--- config.mk ---
export PLATFORM = sky130hd
export DESIGN_NAME = comment_stripping_word_splitter_flat
export DESIGN_NICKNAME = d
export VERILOG_FILES = /design/src/cssw_pkg.sv /design/src/cssw_in_if.sv /design/src/cssw_out_if.sv /design/src/cssw_core.sv /design/src/comment_stripping_word_splitter.sv /design/src/flat_wrapper.sv
export SDC_FILE = /design/constraint.sdc
export NUM_CORES = 1
export LEC_CHECK = 0
export BUFFER_PORTS_ARGS = -buffer_cell sky130_fd_sc_hd__clkbuf_2
export CAP_MARGIN = 20
export CORE_MARGIN = 2
export CORE_UTILIZATION = 50
export DETAILED_ROUTE_END_ITERATION = 16
export HOLD_SLACK_MARGIN = 0.12
export PLACE_DENSITY = 0.8
export SLEW_MARGIN = 20
export SYNTH_ARGS = -nofsm -noshare
export SYNTH_HDL_FRONTEND = slang
export SYNTH_SLANG_ARGS = --single-unit
--- constraint.sdc ---
create_clock -name clk -period 3.5 [get_ports clk]
set_clock_uncertainty 0.1 [all_clocks]
set_input_delay 0.35 -clock clk [delete_from_list [all_inputs] [get_ports clk]]
set_output_delay 0.35 -clock clk [all_outputs]
set_load 0.1 [all_outputs]
--- src/cssw_pkg.sv ---
// Package for the comment-stripping word splitter.
// Holds scan modes, result kinds, character codes and the request types.
// No dependencies; imported by cssw_core and the top level, not by the interfaces.
package cssw_pkg;

  typedef enum logic [1:0] {
    MODE_OUT    = 2'd0,
    MODE_LINE   = 2'd1,
    MODE_BLOCK  = 2'd2,
    MODE_STRING = 2'd3
  } mode_t;

  typedef enum logic [1:0] {
    KIND_CHAR = 2'd0,
    KIND_END  = 2'd1,
    KIND_DROP = 2'd2
  } kind_t;

  localparam logic [7:0] CH_SLASH = 8'h2F;
  localparam logic [7:0] CH_STAR  = 8'h2A;
  localparam logic [7:0] CH_QUOTE = 8'h22;
  localparam logic [7:0] CH_NL    = 8'h0A;
  localparam logic [7:0] CH_SPACE = 8'h20;
  localparam logic [7:0] CH_TAB   = 8'h09;
  localparam logic [7:0] CH_VT    = 8'h0B;
  localparam logic [7:0] CH_FF    = 8'h0C;
  localparam logic [7:0] CH_CR    = 8'h0D;

  localparam int OQ_DEPTH = 4;
  localparam int OQ_AW    = 2;

  typedef struct packed {
    kind_t      kind;
    logic [7:0] character;
    logic       last_of_run;
  } result_t;

  typedef struct packed {
    logic       push;
    logic [1:0] count;
    result_t    res0;
    result_t    res1;
  } step_t;

  function automatic logic is_blank(input logic [7:0] c);
    return (c == CH_SPACE) || (c == CH_TAB) || (c == CH_NL) ||
           (c == CH_VT) || (c == CH_FF) || (c == CH_CR);
  endfunction

endpackage

--- src/cssw_in_if.sv ---
// Input channel of the comment-stripping word splitter.
// Carries one source byte or an end-of-stream marker per request; uses no package.
interface cssw_in_if;
  logic       valid;
  logic       ready;
  logic [7:0] text_byte;
  logic       end_of_stream;

  modport source (output valid, output text_byte, output end_of_stream, input ready);
  modport sink   (input valid, input text_byte, input end_of_stream, output ready);
endinterface

--- src/cssw_out_if.sv ---
// Result channel of the comment-stripping word splitter.
// Carries one word character, word end or discard marker per request; uses no package.
interface cssw_out_if;
  logic       valid;
  logic       ready;
  logic [1:0] kind;
  logic [7:0] character;
  logic       last_of_run;

  modport source (output valid, output kind, output character, output last_of_run,
                  input ready);
  modport sink   (input valid, input kind, input character, input last_of_run,
                  output ready);
endinterface

--- src/cssw_core.sv ---
// Input register, scanner state and the per-byte scanning step.
// Produces up to two results per byte for the result queue; depends on cssw_pkg.
module cssw_core (
  input  logic                clk,
  input  logic                rst_n,
  input  logic                in_valid,
  output logic                in_ready,
  input  logic [7:0]          in_text_byte,
  input  logic                in_end_of_stream,
  input  logic                room,
  output cssw_pkg::step_t     step
);
  import cssw_pkg::*;

  logic       v_r;
  logic [7:0] byte_r;
  logic       eos_r;
  logic       adv;

  mode_t mode_r, mode_nxt;
  logic  slash_r, slash_nxt;
  logic  star_r, star_nxt;
  logic  word_r, word_nxt;

  assign adv      = v_r && room;
  assign in_ready = !v_r || room;

  always_ff @(posedge clk) begin
    if (!rst_n) begin
      v_r <= 1'b0;
    end else if (in_ready) begin
      v_r <= in_valid;
    end
    if (in_ready && in_valid) begin
      byte_r <= in_text_byte;
      eos_r  <= in_end_of_stream;
    end
  end

  always_ff @(posedge clk) begin
    if (!rst_n) begin
      mode_r  <= MODE_OUT;
      slash_r <= 1'b0;
      star_r  <= 1'b0;
      word_r  <= 1'b0;
    end else if (adv) begin
      mode_r  <= mode_nxt;
      slash_r <= slash_nxt;
      star_r  <= star_nxt;
      word_r  <= word_nxt;
    end
  end

  always_comb begin
    mode_nxt   = mode_r;
    slash_nxt  = slash_r;
    star_nxt   = (byte_r == CH_STAR);
    word_nxt   = word_r;
    step.push  = adv;
    step.count = 2'd0;
    step.res0  = '{kind: KIND_CHAR, character: 8'h00, last_of_run: 1'b0};
    step.res1  = '{kind: KIND_CHAR, character: 8'h00, last_of_run: 1'b0};
    if (eos_r) begin
      if (word_r || slash_r) begin
        step.count = 2'd1;
        step.res0  = '{kind: KIND_DROP, character: 8'h00, last_of_run: 1'b1};
      end
      mode_nxt  = MODE_OUT;
      slash_nxt = 1'b0;
      star_nxt  = 1'b0;
      word_nxt  = 1'b0;
    end else begin
      unique case (mode_r)
        MODE_OUT: begin
          if (slash_r && (byte_r == CH_SLASH || byte_r == CH_STAR)) begin
            slash_nxt = 1'b0;
            mode_nxt  = (byte_r == CH_SLASH) ? MODE_LINE : MODE_BLOCK;
          end else if (is_blank(byte_r)) begin
            if (slash_r) begin
              step.count = 2'd2;
              step.res0  = '{kind: KIND_CHAR, character: CH_SLASH, last_of_run: 1'b0};
              step.res1  = '{kind: KIND_END, character: 8'h00, last_of_run: 1'b1};
            end else if (word_r) begin
              step.count = 2'd1;
              step.res0  = '{kind: KIND_END, character: 8'h00, last_of_run: 1'b1};
            end
            slash_nxt = 1'b0;
            word_nxt  = 1'b0;
          end else if (byte_r == CH_QUOTE) begin
            if (slash_r) begin
              step.count = 2'd1;
              step.res0  = '{kind: KIND_CHAR, character: CH_SLASH, last_of_run: 1'b1};
              word_nxt   = 1'b1;
            end
            slash_nxt = 1'b0;
            mode_nxt  = MODE_STRING;
          end else if (byte_r == CH_SLASH) begin
            slash_nxt = 1'b1;
          end else begin
            if (slash_r) begin
              step.count = 2'd2;
              step.res0  = '{kind: KIND_CHAR, character: CH_SLASH, last_of_run: 1'b0};
              step.res1  = '{kind: KIND_CHAR, character: byte_r, last_of_run: 1'b1};
            end else begin
              step.count = 2'd1;
              step.res0  = '{kind: KIND_CHAR, character: byte_r, last_of_run: 1'b1};
            end
            slash_nxt = 1'b0;
            word_nxt  = 1'b1;
          end
        end
        MODE_LINE: begin
          if (byte_r == CH_NL) begin
            mode_nxt = MODE_OUT;
          end
        end
        MODE_BLOCK: begin
          if (byte_r == CH_SLASH && star_r) begin
            mode_nxt = MODE_OUT;
          end
        end
        MODE_STRING: begin
          if (byte_r == CH_QUOTE) begin
            mode_nxt = MODE_OUT;
          end
        end
        default: begin
          mode_nxt = MODE_OUT;
        end
      endcase
    end
  end

  a_eos_clears: assert property (@(posedge clk) disable iff (!rst_n)
    adv && eos_r |=> mode_r == MODE_OUT && !slash_r && !word_r && !star_r)
    else $error("end of stream did not clear the scanner state");

  a_slash_only_outside: assert property (@(posedge clk) disable iff (!rst_n)
    slash_r |-> mode_r == MODE_OUT)
    else $error("held slash outside plain text");

  a_stall_holds_state: assert property (@(posedge clk) disable iff (!rst_n)
    !adv |=> $stable(mode_r) && $stable(slash_r) && $stable(word_r))
    else $error("scanner state moved without a byte being processed");

endmodule

--- src/comment_stripping_word_splitter.sv ---
// Channel   Dir  Payload                               Request when
// in_ch     in   text_byte[7:0], end_of_stream         valid && ready
// out_ch    out  kind[1:0], character[7:0], last_of_run valid && ready
//
// One byte a cycle while the queue has room: a byte is registered, scanned
// there and its zero, one or two results go into a four-entry result queue.
// A byte leaves the input register only when the queue has two free entries,
// so a slow sink holds the byte there and stalls the input channel.
// Reset (rst_n low, synchronous) empties both stages and clears the scanner.
// Top level; depends on cssw_pkg, cssw_in_if, cssw_out_if and cssw_core.
module comment_stripping_word_splitter (
  input logic      clk,
  input logic      rst_n,
  cssw_in_if.sink    in_ch,
  cssw_out_if.source out_ch
);
  import cssw_pkg::*;

  step_t            step;
  logic             room;
  logic             pop;
  logic [OQ_AW:0]   cnt_r, cnt_nxt;
  logic [OQ_AW-1:0] wr_ptr_r, rd_ptr_r;
  logic [1:0]       push_n;
  result_t          oq_r [OQ_DEPTH];

  cssw_core u_core (
    .clk              (clk),
    .rst_n            (rst_n),
    .in_valid         (in_ch.valid),
    .in_ready         (in_ch.ready),
    .in_text_byte     (in_ch.text_byte),
    .in_end_of_stream (in_ch.end_of_stream),
    .room             (room),
    .step             (step)
  );

  assign room    = (cnt_r <= (OQ_AW+1)'(OQ_DEPTH - 2));
  assign pop     = out_ch.valid && out_ch.ready;
  assign push_n  = step.push ? step.count : 2'd0;
  assign cnt_nxt = cnt_r + (OQ_AW+1)'(push_n) - (OQ_AW+1)'(pop);

  always_ff @(posedge clk) begin
    if (!rst_n) begin
      cnt_r    <= '0;
      wr_ptr_r <= '0;
      rd_ptr_r <= '0;
    end else begin
      cnt_r    <= cnt_nxt;
      wr_ptr_r <= wr_ptr_r + OQ_AW'(push_n);
      rd_ptr_r <= rd_ptr_r + OQ_AW'(pop);
    end
  end

  always_ff @(posedge clk) begin
    if (push_n != 2'd0) begin
      oq_r[wr_ptr_r] <= step.res0;
    end
    if (push_n == 2'd2) begin
      oq_r[wr_ptr_r + OQ_AW'(1)] <= step.res1;
    end
  end

  assign out_ch.valid       = (cnt_r != '0);
  assign out_ch.kind        = oq_r[rd_ptr_r].kind;
  assign out_ch.character   = oq_r[rd_ptr_r].character;
  assign out_ch.last_of_run = oq_r[rd_ptr_r].last_of_run;

  a_no_overflow: assert property (@(posedge clk) disable iff (!rst_n)
    cnt_r <= (OQ_AW+1)'(OQ_DEPTH))
    else $error("result queue overflow");

  a_pair_last: assert property (@(posedge clk) disable iff (!rst_n)
    push_n == 2'd2 |-> !step.res0.last_of_run && step.res1.last_of_run)
    else $error("two-result request marked wrongly");

  a_single_last: assert property (@(posedge clk) disable iff (!rst_n)
    push_n == 2'd1 |-> step.res0.last_of_run)
    else $error("single result not marked as last");

endmodule
--- src/flat_wrapper.sv ---
// flat-port wrapper written by rule: the top's interface ports become plain ports
module comment_stripping_word_splitter_flat import cssw_pkg::*;
  (clk, rst_n, in_ch_valid, in_ch_text_byte, in_ch_end_of_stream, in_ch_ready, out_ch_valid, out_ch_kind, out_ch_character, out_ch_last_of_run, out_ch_ready);
  cssw_in_if in_ch_i ();
  cssw_out_if out_ch_i ();
  input logic clk;
  input logic rst_n;
  input wire logic [$bits(in_ch_i.valid)-1:0] in_ch_valid;
  input wire logic [$bits(in_ch_i.text_byte)-1:0] in_ch_text_byte;
  input wire logic [$bits(in_ch_i.end_of_stream)-1:0] in_ch_end_of_stream;
  output wire logic [$bits(in_ch_i.ready)-1:0] in_ch_ready;
  output wire logic [$bits(out_ch_i.valid)-1:0] out_ch_valid;
  output wire logic [$bits(out_ch_i.kind)-1:0] out_ch_kind;
  output wire logic [$bits(out_ch_i.character)-1:0] out_ch_character;
  output wire logic [$bits(out_ch_i.last_of_run)-1:0] out_ch_last_of_run;
  input wire logic [$bits(out_ch_i.ready)-1:0] out_ch_ready;
  assign in_ch_i.valid = in_ch_valid;
  assign in_ch_i.text_byte = in_ch_text_byte;
  assign in_ch_i.end_of_stream = in_ch_end_of_stream;
  assign in_ch_ready = in_ch_i.ready;
  assign out_ch_valid = out_ch_i.valid;
  assign out_ch_kind = out_ch_i.kind;
  assign out_ch_character = out_ch_i.character;
  assign out_ch_last_of_run = out_ch_i.last_of_run;
  assign out_ch_i.ready = out_ch_ready;
  comment_stripping_word_splitter u_core (.clk(clk), .rst_n(rst_n), .in_ch(in_ch_i), .out_ch(out_ch_i));
endmodule
==> reports/qor.csv, run 1 <==
metric;value;unit
Post-synth top flop;edfxtp_1;
vias;2655;
DR WL/cell;16.3;um
Worst Setup Path Type;reg -> reg;
Compound-Gate Fraction of Synth Area;15.2;%
Rows;30;
drt initial violations;210;
post-synthesis mux area share;7.33;%
Pins Over Slew Limit;0;
Synth Area in Adders;2.35;%
main combinational cell family by area after synthesis;simple AND/OR/NAND/NOR gates;
simple-gate share of the synthesized area;18.7;%
H-tree Lvls;3;
Worst setup SP type;register;
commonest cells in the netlist;edfxtp_1, a21oi_1, nor2_1;
critical path capture point type;register;
Leakage Power;1.47;nW
Synthesized Nets;339;
EDFF count, synth;49;
peak supply drop;0.000437;V
n_diodes;0;
DRT antenna net count;0;
Global Route Usage Sum;21.3;%
antenna violations before repair;0;
Post-Syn Instances;320;
final hold vios;0;
most common cell in the netlist;edfxtp_1;
DRC Markers;0;
DP Worst Slack;526;ps
status;complete, no violations;
grt total ovfl;0;
fin crit period;3030;ps
synth unique cells;59;
top cell type's share of synthesized area;41.8;%
slew margin rel.;46.4;%
number of synthesized register bits;66;
CP max FO;13;
layout net count;378;
Post-Synth XOR/XNOR Area;1.49;%
CTS tree;built;
CTS resizes;0;
critical path data required time;3650;ps
global-route wire length before repair;12.2;mm
RR Startpoint;u_core.u_core.byte_r[2];
# IOs;26;
CTS Sinks;66;
met3 Usage GRT;4.71;%
IO Port Bufs;25;
hold path start;in_ch_valid;
via-per-instance ratio;5.77;
GR met2 Demand/Resource;32.4;%
HPWL after detailed placement;5.39;mm
power density over the cells;594;mW/mm^2
largest net degree at the start of global routing;23;
Setup-failing EPs final;0;
Crit path arrival time;3180;ps
yosys warns;0;
Post-Route WL;7.52;mm
Worst Hold Class;in -> reg;
fill cell count;573;
Worst-path clk slew;70;ps
TritonRoute pass-1 iters;4;
CTS Root Cell;clkbuf_8;
synth top area cells;edfxtp_1, dfxtp_1, mux4_2;
RSZ-0062 raised after global routing;no;
Period Utilization, post-route;86.6;%
Mapped Avg Cell Area;11.0;um^2
Netlist Area Pre-Place;0.00352;mm^2
fmax;0.330;GHz
Max Cap Violations;0;
area of the die;0.00772;mm^2
Layout Area Growth over Synthesis;14.7;%
async set-reset flop share out of synthesis;0;%
crit path from;u_core.u_core.byte_r[2];
leading area contributor after synthesis;edfxtp_1;
die height;87.9;um
Seq/Total Area, Yosys;51.5;%
layout cells sized above 1;20.3;%
final worst slack;469;ps
total CTS buffers;9;
Die Wd;87.9;um
total negative slack;0;ps
Starting Density;51.8;%
Worst-Margin Slew;803;ps
worst-case clock buffer depth;2;
core box area;0.00679;mm^2
met1 GRT Util;28.3;%
vias in the first global route;2460;
global placement routability congestion;0.967;
clock latency at the later pin of the worst-skew pair;360;ps
gr busiest metal;met2;
==> final timing paths <==
path / end / slack, ps / depth (start not counted)
max reg2reg: u_core.cnt_r[2] / 470 / 10
max: u_core.cnt_r[2] / 470 / 10
min: u_core.u_core.v_r / 130 / 3
min reg2reg: u_core.u_core.star_r / 380 / 2
==> kinds of logic (layout without fill, tap and decap cells) <==
kind of cell | Yosys count | after routing
AO/OA/AOI/OAI | 80 | 80
XOR/XNOR | 6 | 6
adder cells (fa/ha/maj) | 6 | 6
buffers and inverters | 30 | 74
flip-flops | 66 | 66
multiplexers | 12 | 12
AND/OR/NAND/NOR | 120 | 120
==> critical path: stages (launching register included) <==
cell and delay, ps:
edfxtp_1 580, nor3_2 440, a32o_1 190, o211ai_1 150
a22oi_1 250, inv_1 180, ha_1 250, fa_1 370
xnor2_1 150, xnor2_1 120, and2_1 150
==> registers in the layout, indices dropped and copies added, names as in the netlist <==
signal                 count
u_core.cnt_r               3
u_core.oq_r               44
u_core.rd_ptr_r            2
u_core.u_core.byte_r       8
u_core.u_core.eos_r        1
u_core.u_core.mode_r       2
u_core.u_core.slash_r      1
u_core.u_core.star_r       1
u_core.u_core.v_r          1
u_core.u_core.word_r       1
u_core.wr_ptr_r            2
==> area by class of cell <==
class                   count  area, um^2  share of cell area (%)
flip-flops and latches     66        1810                    44.9
clock inverters             7        46.3                    1.15
well taps                  96         120                    2.98
multi-input cells         224        1590                    39.3
repair buffers             45         298                    7.38
clock buffers               9         124                    3.07
inverters                  13        48.8                    1.21
==> cells in the final DEF (no fill, tap or decap), types with 3 or more instances in the layout <==
cell	synthesis	routed
nand3_1	16	16
clkbuf_2	0	25
xnor2_1	5	5
a22oi_1	3	3
nor3_1	3	3
and2_1	18	18
o211ai_1	3	3
or3_1	3	3
nand3b_1	3	3
a41oi_1	3	3
clkbuf_8	0	9
ha_1	5	5
nand2b_1	3	3
o21ai_0	12	12
nor2b_1	6	6
edfxtp_1	49	49
or2_2	4	4
nand2_1	18	18
and3_1	10	10
inv_1	12	12
a21boi_0	3	3
mux4_2	11	11
nor2_1	23	23
dlygate4sd3_1	0	9
o22ai_1	5	5
buf_4	1	11
a21oi_1	23	23
nor3_2	3	3
a31oi_1	5	5
dfxtp_1	17	17
==> report_power, final <==
part           total (mW)  internal [mW]  switching [mW]
registers           0.992          0.895          0.0977
logic               0.849          0.243           0.606
clock network       0.554          0.253           0.300
==> layer usage <==
metal | part of all wire [%] | up-vias
li1 | - | 1290
met1 | 44 | 1267
met2 | 48 | 83
met3 | 5.4 | 15
met4 | 2.3 | 0
met5 | 0 | -
==> what timing repair did <==
item,4_1_cts,5_1_grt
hold endpoints to repair,9,0
buffers inserted,0,0
hold buffers,9,0
==> per-stage QoR <==
step / hold slack [ps] / utilization [%] / cells / instance area (um^2) / power [mW]
floorplan: 336 / - / 320 / 3520 / 1.71
global placement: 350 / 55.6 / 435 / 3770 / 1.84
detailed placement: 371 / 55.6 / 435 / 3770 / 1.85
CTS: 121 / 59.4 / 460 / 4040 / 2.41
global route: 190 / 59.4 / 460 / 4040 / 2.50
finish: 125 / 59.4 / 460 / 4040 / 2.40
(Power assumes the default switching activity.)
==> inputs of run 2 (changes only) <==
- CTS_BUF_LIST: default -> sky130_fd_sc_hd__clkbuf_16
==> run 2 against run 1 <==
Compared with the run above: via count increased by 0.26%; clock power increased by 45%; sequential cell count unchanged; sequential share of layout area decreased by 1.1 points; combinational power about the same; worst hold slack improved by 27 ps; largest cell class unchanged; worst setup slack improved by 9.2 ps; wire length increased by 0.57%.
==> reports/qor.csv, run 2 (same netlist as run 1, synthesis figures left out) <==
metric;value;unit
vias;2662;
CTS Sinks;66;
H-tree Lvls;3;
R2R cell count;10;
critical path data required time;3630;ps
sequential power share;37.5;%
CTS Root Cell;clkbuf_16;
Max Cap Violations;0;
critical path capture point type;register;
Pins Over Slew Limit;0;
status;complete, no violations;
layout cells sized above 1;20.3;%
core box area;0.00679;mm^2
die height;87.9;um
final core occ;60.9;%
TritonRoute pass-1 iters;4;
HPWL after detailed placement;5.39;mm
critical path capture point;u_core.cnt_r[2];
n_diodes;0;
DRT antenna net count;0;
Reg2Reg Setup Slack;480;ps
Starting Density;51.8;%
Placed Instance Area;0.00377;mm^2
Crit path arrival time;3150;ps
vias in the first global route;2496;
final worst slack;478;ps
Net Sw Frac;39.0;%
fmax;0.331;GHz
CTS tree;built;
Worst setup SP type;register;
via-per-instance ratio;5.79;
# IOs;26;
DP Worst Slack;526;ps
Layout Area Growth over Synthesis;17.6;%
clock latency at the later pin of the worst-skew pair;330;ps
most common cell after layout, fill and taps aside;edfxtp_1;
clock power share;30.4;%
Final Instance Count excl. Fillers;460;
max reg flops;44;
Setup-failing EPs final;0;
Worst Setup Path Type;reg -> reg;
Global Route Usage Sum;21.5;%
P_sw;1.03;mW
Pint;1.61;mW
Total Power;2.65;mW
RR Startpoint;u_core.u_core.byte_r[2];
RSZ-0062 raised after global routing;no;
Most flops, register;u_core.oq_r;
CP max FO;13;
crit path from;u_core.u_core.byte_r[2];
Critical R2R Capture;u_core.cnt_r[2];
Worst-Margin Slew;792;ps
antenna violations before repair;0;
layout net count;378;
Fin Hold WS;152;ps
CTS resizes;0;
final hold vios;0;
placed cells;435;
IO Port Bufs;25;
peak supply drop;0.000437;V
area of the die;0.00772;mm^2
DRC Markers;0;
total CTS buffers;9;
Worst Hold Class;in -> reg;
post-route cell area;0.00414;mm^2
Period Utilization, post-route;86.3;%
grt total ovfl;0;
commonest cells after routing, fill and taps aside;edfxtp_1, clkbuf_2, a21oi_1, nor2_1;
top flop regs;u_core.oq_r (44), u_core.u_core.byte_r (8), u_core.cnt_r (3);
Gate power share;32.0;%
power density over the cells;640;mW/mm^2
fill cell count;561;
drt initial violations;238;
total negative slack;0;ps
slew margin rel.;47.1;%
Rows;30;
Die Wd;87.9;um
global placement routability congestion;0.967;
DR WL/cell;16.4;um
Worst-path clk slew;50;ps
Post-Route WL;7.56;mm
worst-case clock buffer depth;2;
Leakage Power;1.52;nW
largest net degree at the start of global routing;23;
global-route wire length before repair;12.4;mm
fin crit period;3020;ps
-- run 2: cell count changes in the layout (fill, tap and decap cells not counted) --
cell and change:
clkbuf_8 -9, clkbuf_16 +9
-- run 2: per-layer routing --
metal  share of wire [%]  up-vias  track usage [%]
li1                    -     1298                -
met2                  47       85             33.5
met1                  44     1255             28.3
met3                 5.5       24             4.90
met4                 3.0        0             11.3
met5                   0        -                0
-- run 2: critical path, stage by stage (launching register included) --
cell	delay (ps)
edfxtp_1	570
nor3_2	440
a32o_1	190
o211ai_1	150
a22oi_1	250
inv_1	170
ha_1	250
fa_1	370
xnor2_1	150
xnor2_1	120
and2_1	150
-- run 2: worst min-delay path by stage --
stage / start / to / slack, ps / depth (start not counted)
2_1_floorplan: u_core.u_core.star_r / u_core.u_core.star_r / 340 / 2
3_3_place_gp: u_core.u_core.star_r / u_core.u_core.star_r / 350 / 2
3_5_place_dp: u_core.u_core.star_r / u_core.u_core.star_r / 370 / 2
4_1_cts: in_ch_valid / u_core.u_core.v_r / 150 / 3
5_1_grt: in_ch_valid / u_core.u_core.v_r / 220 / 3
6_report: in_ch_valid / u_core.u_core.v_r / 150 / 3
-- run 2: repair_timing --
item | 4_1_cts | 5_1_grt
setup buffers | 0 | 0
hold buffers | 9 | 0
hold endpoints to repair | 9 | 0
-- run 2: cell type report --
class | instances | area, um^2 | area share, %
clock buffers | 9 | 225 | 5.44
clock inverters | 7 | 46.3 | 1.12
inverters | 13 | 48.8 | 1.18
multi-input cells | 224 | 1590 | 38.4
flip-flops and latches | 66 | 1810 | 43.8
well taps | 96 | 120 | 2.90
repair buffers | 45 | 298 | 7.20
-- run 2: power groups by stage --
| stage | Sequential, mW | Clock (mW) | Combinational, mW |
|---|---|---|---|
| after floorplan | 0.940 | 0 | 0.765 |
| after global placement | 1.01 | 0 | 0.835 |
| final | 0.994 | 0.806 | 0.848 |
| after CTS | 0.995 | 0.816 | 0.852 |
| after global routing | 1.01 | 0.853 | 0.899 |
| after detailed placement | 1.01 | 0 | 0.843 |
==> inputs of run 3 (changes only) <==
- clock period: 3.5 -> 3.8 ns (I/O delays scaled with it)
==> run 3 against run 2 <==
Compared with the run above: global-route usage is 0.99 points higher; fmax is 3.8% lower; core utilization hardly changed; non-clock buffer count is 4 lower; combinational power is 7.4% lower; cell count is 1.1% lower; sequential share of layout area hardly changed; die area stayed put; critical path depth is 1 lower; critical endpoint unchanged.
==> reports/qor.csv, run 3 (same netlist as run 1, synthesis figures left out) <==
metric;value;unit
status;complete, no violations;
worst-case clock buffer depth;2;
Critical R2R Capture;u_core.cnt_r[2];
largest net degree at the start of global routing;23;
peak supply drop;0.000407;V
Top delay family on crit path;simple AND/OR/NAND/NOR gates;
DRT antenna net count;0;
via-per-instance ratio;6.00;
IO Port Bufs;25;
clock latency at the later pin of the worst-skew pair;330;ps
slew margin rel.;47.1;%
# IOs;26;
CTS tree;built;
max reg flops;44;
die height;87.9;um
critical path capture point;u_core.cnt_r[2];
total negative slack;0;ps
total CTS buffers;9;
layout cells sized above 1;19.8;%
power density over the cells;616;mW/mm^2
layout net count;374;
slowest CP cell;or4b_4;
Pins Over Slew Limit;0;
Reg2Reg Setup Slack;660;ps
final hold vios;0;
commonest cells after routing, fill and taps aside;edfxtp_1, clkbuf_2, a21oi_1, nor2_1;
CTS Root Cell;clkbuf_16;
area of the die;0.00772;mm^2
Worst-Margin Slew;793;ps
fin crit period;3140;ps
grt total ovfl;0;
vias in the first global route;2620;
DR WL/cell;17.0;um
max incr delay on CP;540;ps
Crit path arrival time;3260;ps
R2R cell count;9;
stages on the worst setup path;9;
Leakage Power;1.52;nW
Rows;30;
Global Route Usage Sum;22.5;%
HPWL after detailed placement;5.47;mm
global-route wire length before repair;12.9;mm
most common cell after layout, fill and taps aside;edfxtp_1;
RR Startpoint;u_core.u_core.eos_r;
Most flops, register;u_core.oq_r;
CTS resizes;0;
RSZ-0062 raised after global routing;no;
Max Cap Violations;0;
crit path from;u_core.u_core.eos_r;
drt initial violations;306;
Setup-failing EPs final;0;
Period Utilization, post-route;82.7;%
Cell Chain, Critical Path;or4b_4 -> nor3_2 -> inv_1 -> ha_1 -> inv_1 -> fa_1 -> xnor2_1 -> xnor2_1 -> and2_1;
Starting Density;51.8;%
Worst Setup Path Type;reg -> reg;
vias;2729;
Die Wd;87.9;um
Post-Route WL;7.74;mm
Layout Area Growth over Synthesis;17.6;%
critical path capture point type;register;
H-tree Lvls;3;
CP max FO;10;
core box area;0.00679;mm^2
n_diodes;0;
CTS Sinks;66;
top flop regs;u_core.oq_r (44), u_core.u_core.byte_r (8), u_core.cnt_r (3);
cell count of the worst hold path;1;
worst path bufs/invs;2;
TritonRoute pass-1 iters;5;
Worst setup SP type;register;
DRC Markers;0;
fill cell count;550;
final core occ;60.9;%
critical path data required time;3920;ps
Worst-path clk slew;50;ps
antenna violations before repair;0;
Worst Hold Class;in -> reg;
global placement routability congestion;0.972;
fmax;0.318;GHz
[run 3: changes by cell type in the layout (fill, tap and decap cells not counted), sizes merged]
cell | previous run | this run
clkinvlp | 2 | 0
buf | 11 | 9
clkinv | 6 | 5
bufinv | 0 | 2
dlygate4sd3 | 9 | 7
[run 3: final cells by class]
cell class	count	area, um^2	share of cell area [%]
sequential	66	1810	43.8
inverter	13	48.8	1.18
timing repair buffer	41	263	6.35
clock buffer	9	225	5.44
multi-input combinational	224	1590	38.3
tap	96	120	2.90
clock inverter	6	82.6	2.00
[run 3: metrics by stage]
step / worst slack [ps] / total power [mW] / hold slack (ps) / area (um^2) / cells
final: 659 / 2.55 / 128 / 4140 / 455
after global routing: 334 / 2.66 / 127 / 4140 / 455
after CTS: 664 / 2.57 / 120 / 4130 / 454
after detailed placement: 633 / 1.71 / 361 / 3760 / 433
after global placement: 778 / 1.70 / 353 / 3760 / 433
after floorplan: 592 / 1.57 / 336 / 3520 / 320
[run 3: worst register-to-register path, delay by kind of cell, from the launching register on]
| kind | cells | cell delay (ps) |
|---|---|---|
| flops | 1 | 450 |
| xor+xnor | 2 | 270 |
| buf+inv | 2 | 320 |
| simple gates | 3 | 1130 |
| fa+ha+maj | 2 | 780 |
[run 3: worst min path at each step]
stage	startpoint	end	slack, ps
floorplan	u_core.u_core.star_r	u_core.u_core.star_r	340
global placement	u_core.u_core.star_r	u_core.u_core.star_r	350
detailed placement	u_core.u_core.star_r	u_core.u_core.star_r	360
CTS	in_ch_end_of_stream	u_core.u_core.eos_r	120
global route	in_ch_text_byte[5]	u_core.u_core.byte_r[5]	130
finish	in_ch_end_of_stream	u_core.u_core.eos_r	130
[run 3: report_power, final]
| group | leakage, nW | switching [mW] | total [mW] | internal [mW] |
|---|---|---|---|---|
| Clock | 0.153 | 0.284 | 0.850 | 0.566 |
| Sequential | 0.628 | 0.0898 | 0.916 | 0.826 |
| Combinational | 0.741 | 0.561 | 0.785 | 0.224 |
| Total | 1.52 | 0.935 | 2.55 | 1.62 |
[run 3: routing by layer]
metal | up-vias | GRT usage, % | share of wire, %
met5 | - | 0 | 0
met4 | 0 | 9.79 | 2.4
met1 | 1291 | 28.9 | 43
met2 | 123 | 36.0 | 48
met3 | 18 | 6.22 | 6.6
li1 | 1297 | - | -
[run 3: repair_timing]
item | 4_1_cts | 5_1_grt
endpoints found under the hold margin | 6 | 1
hold buffers | 6 | 1
buffers inserted | 0 | 0
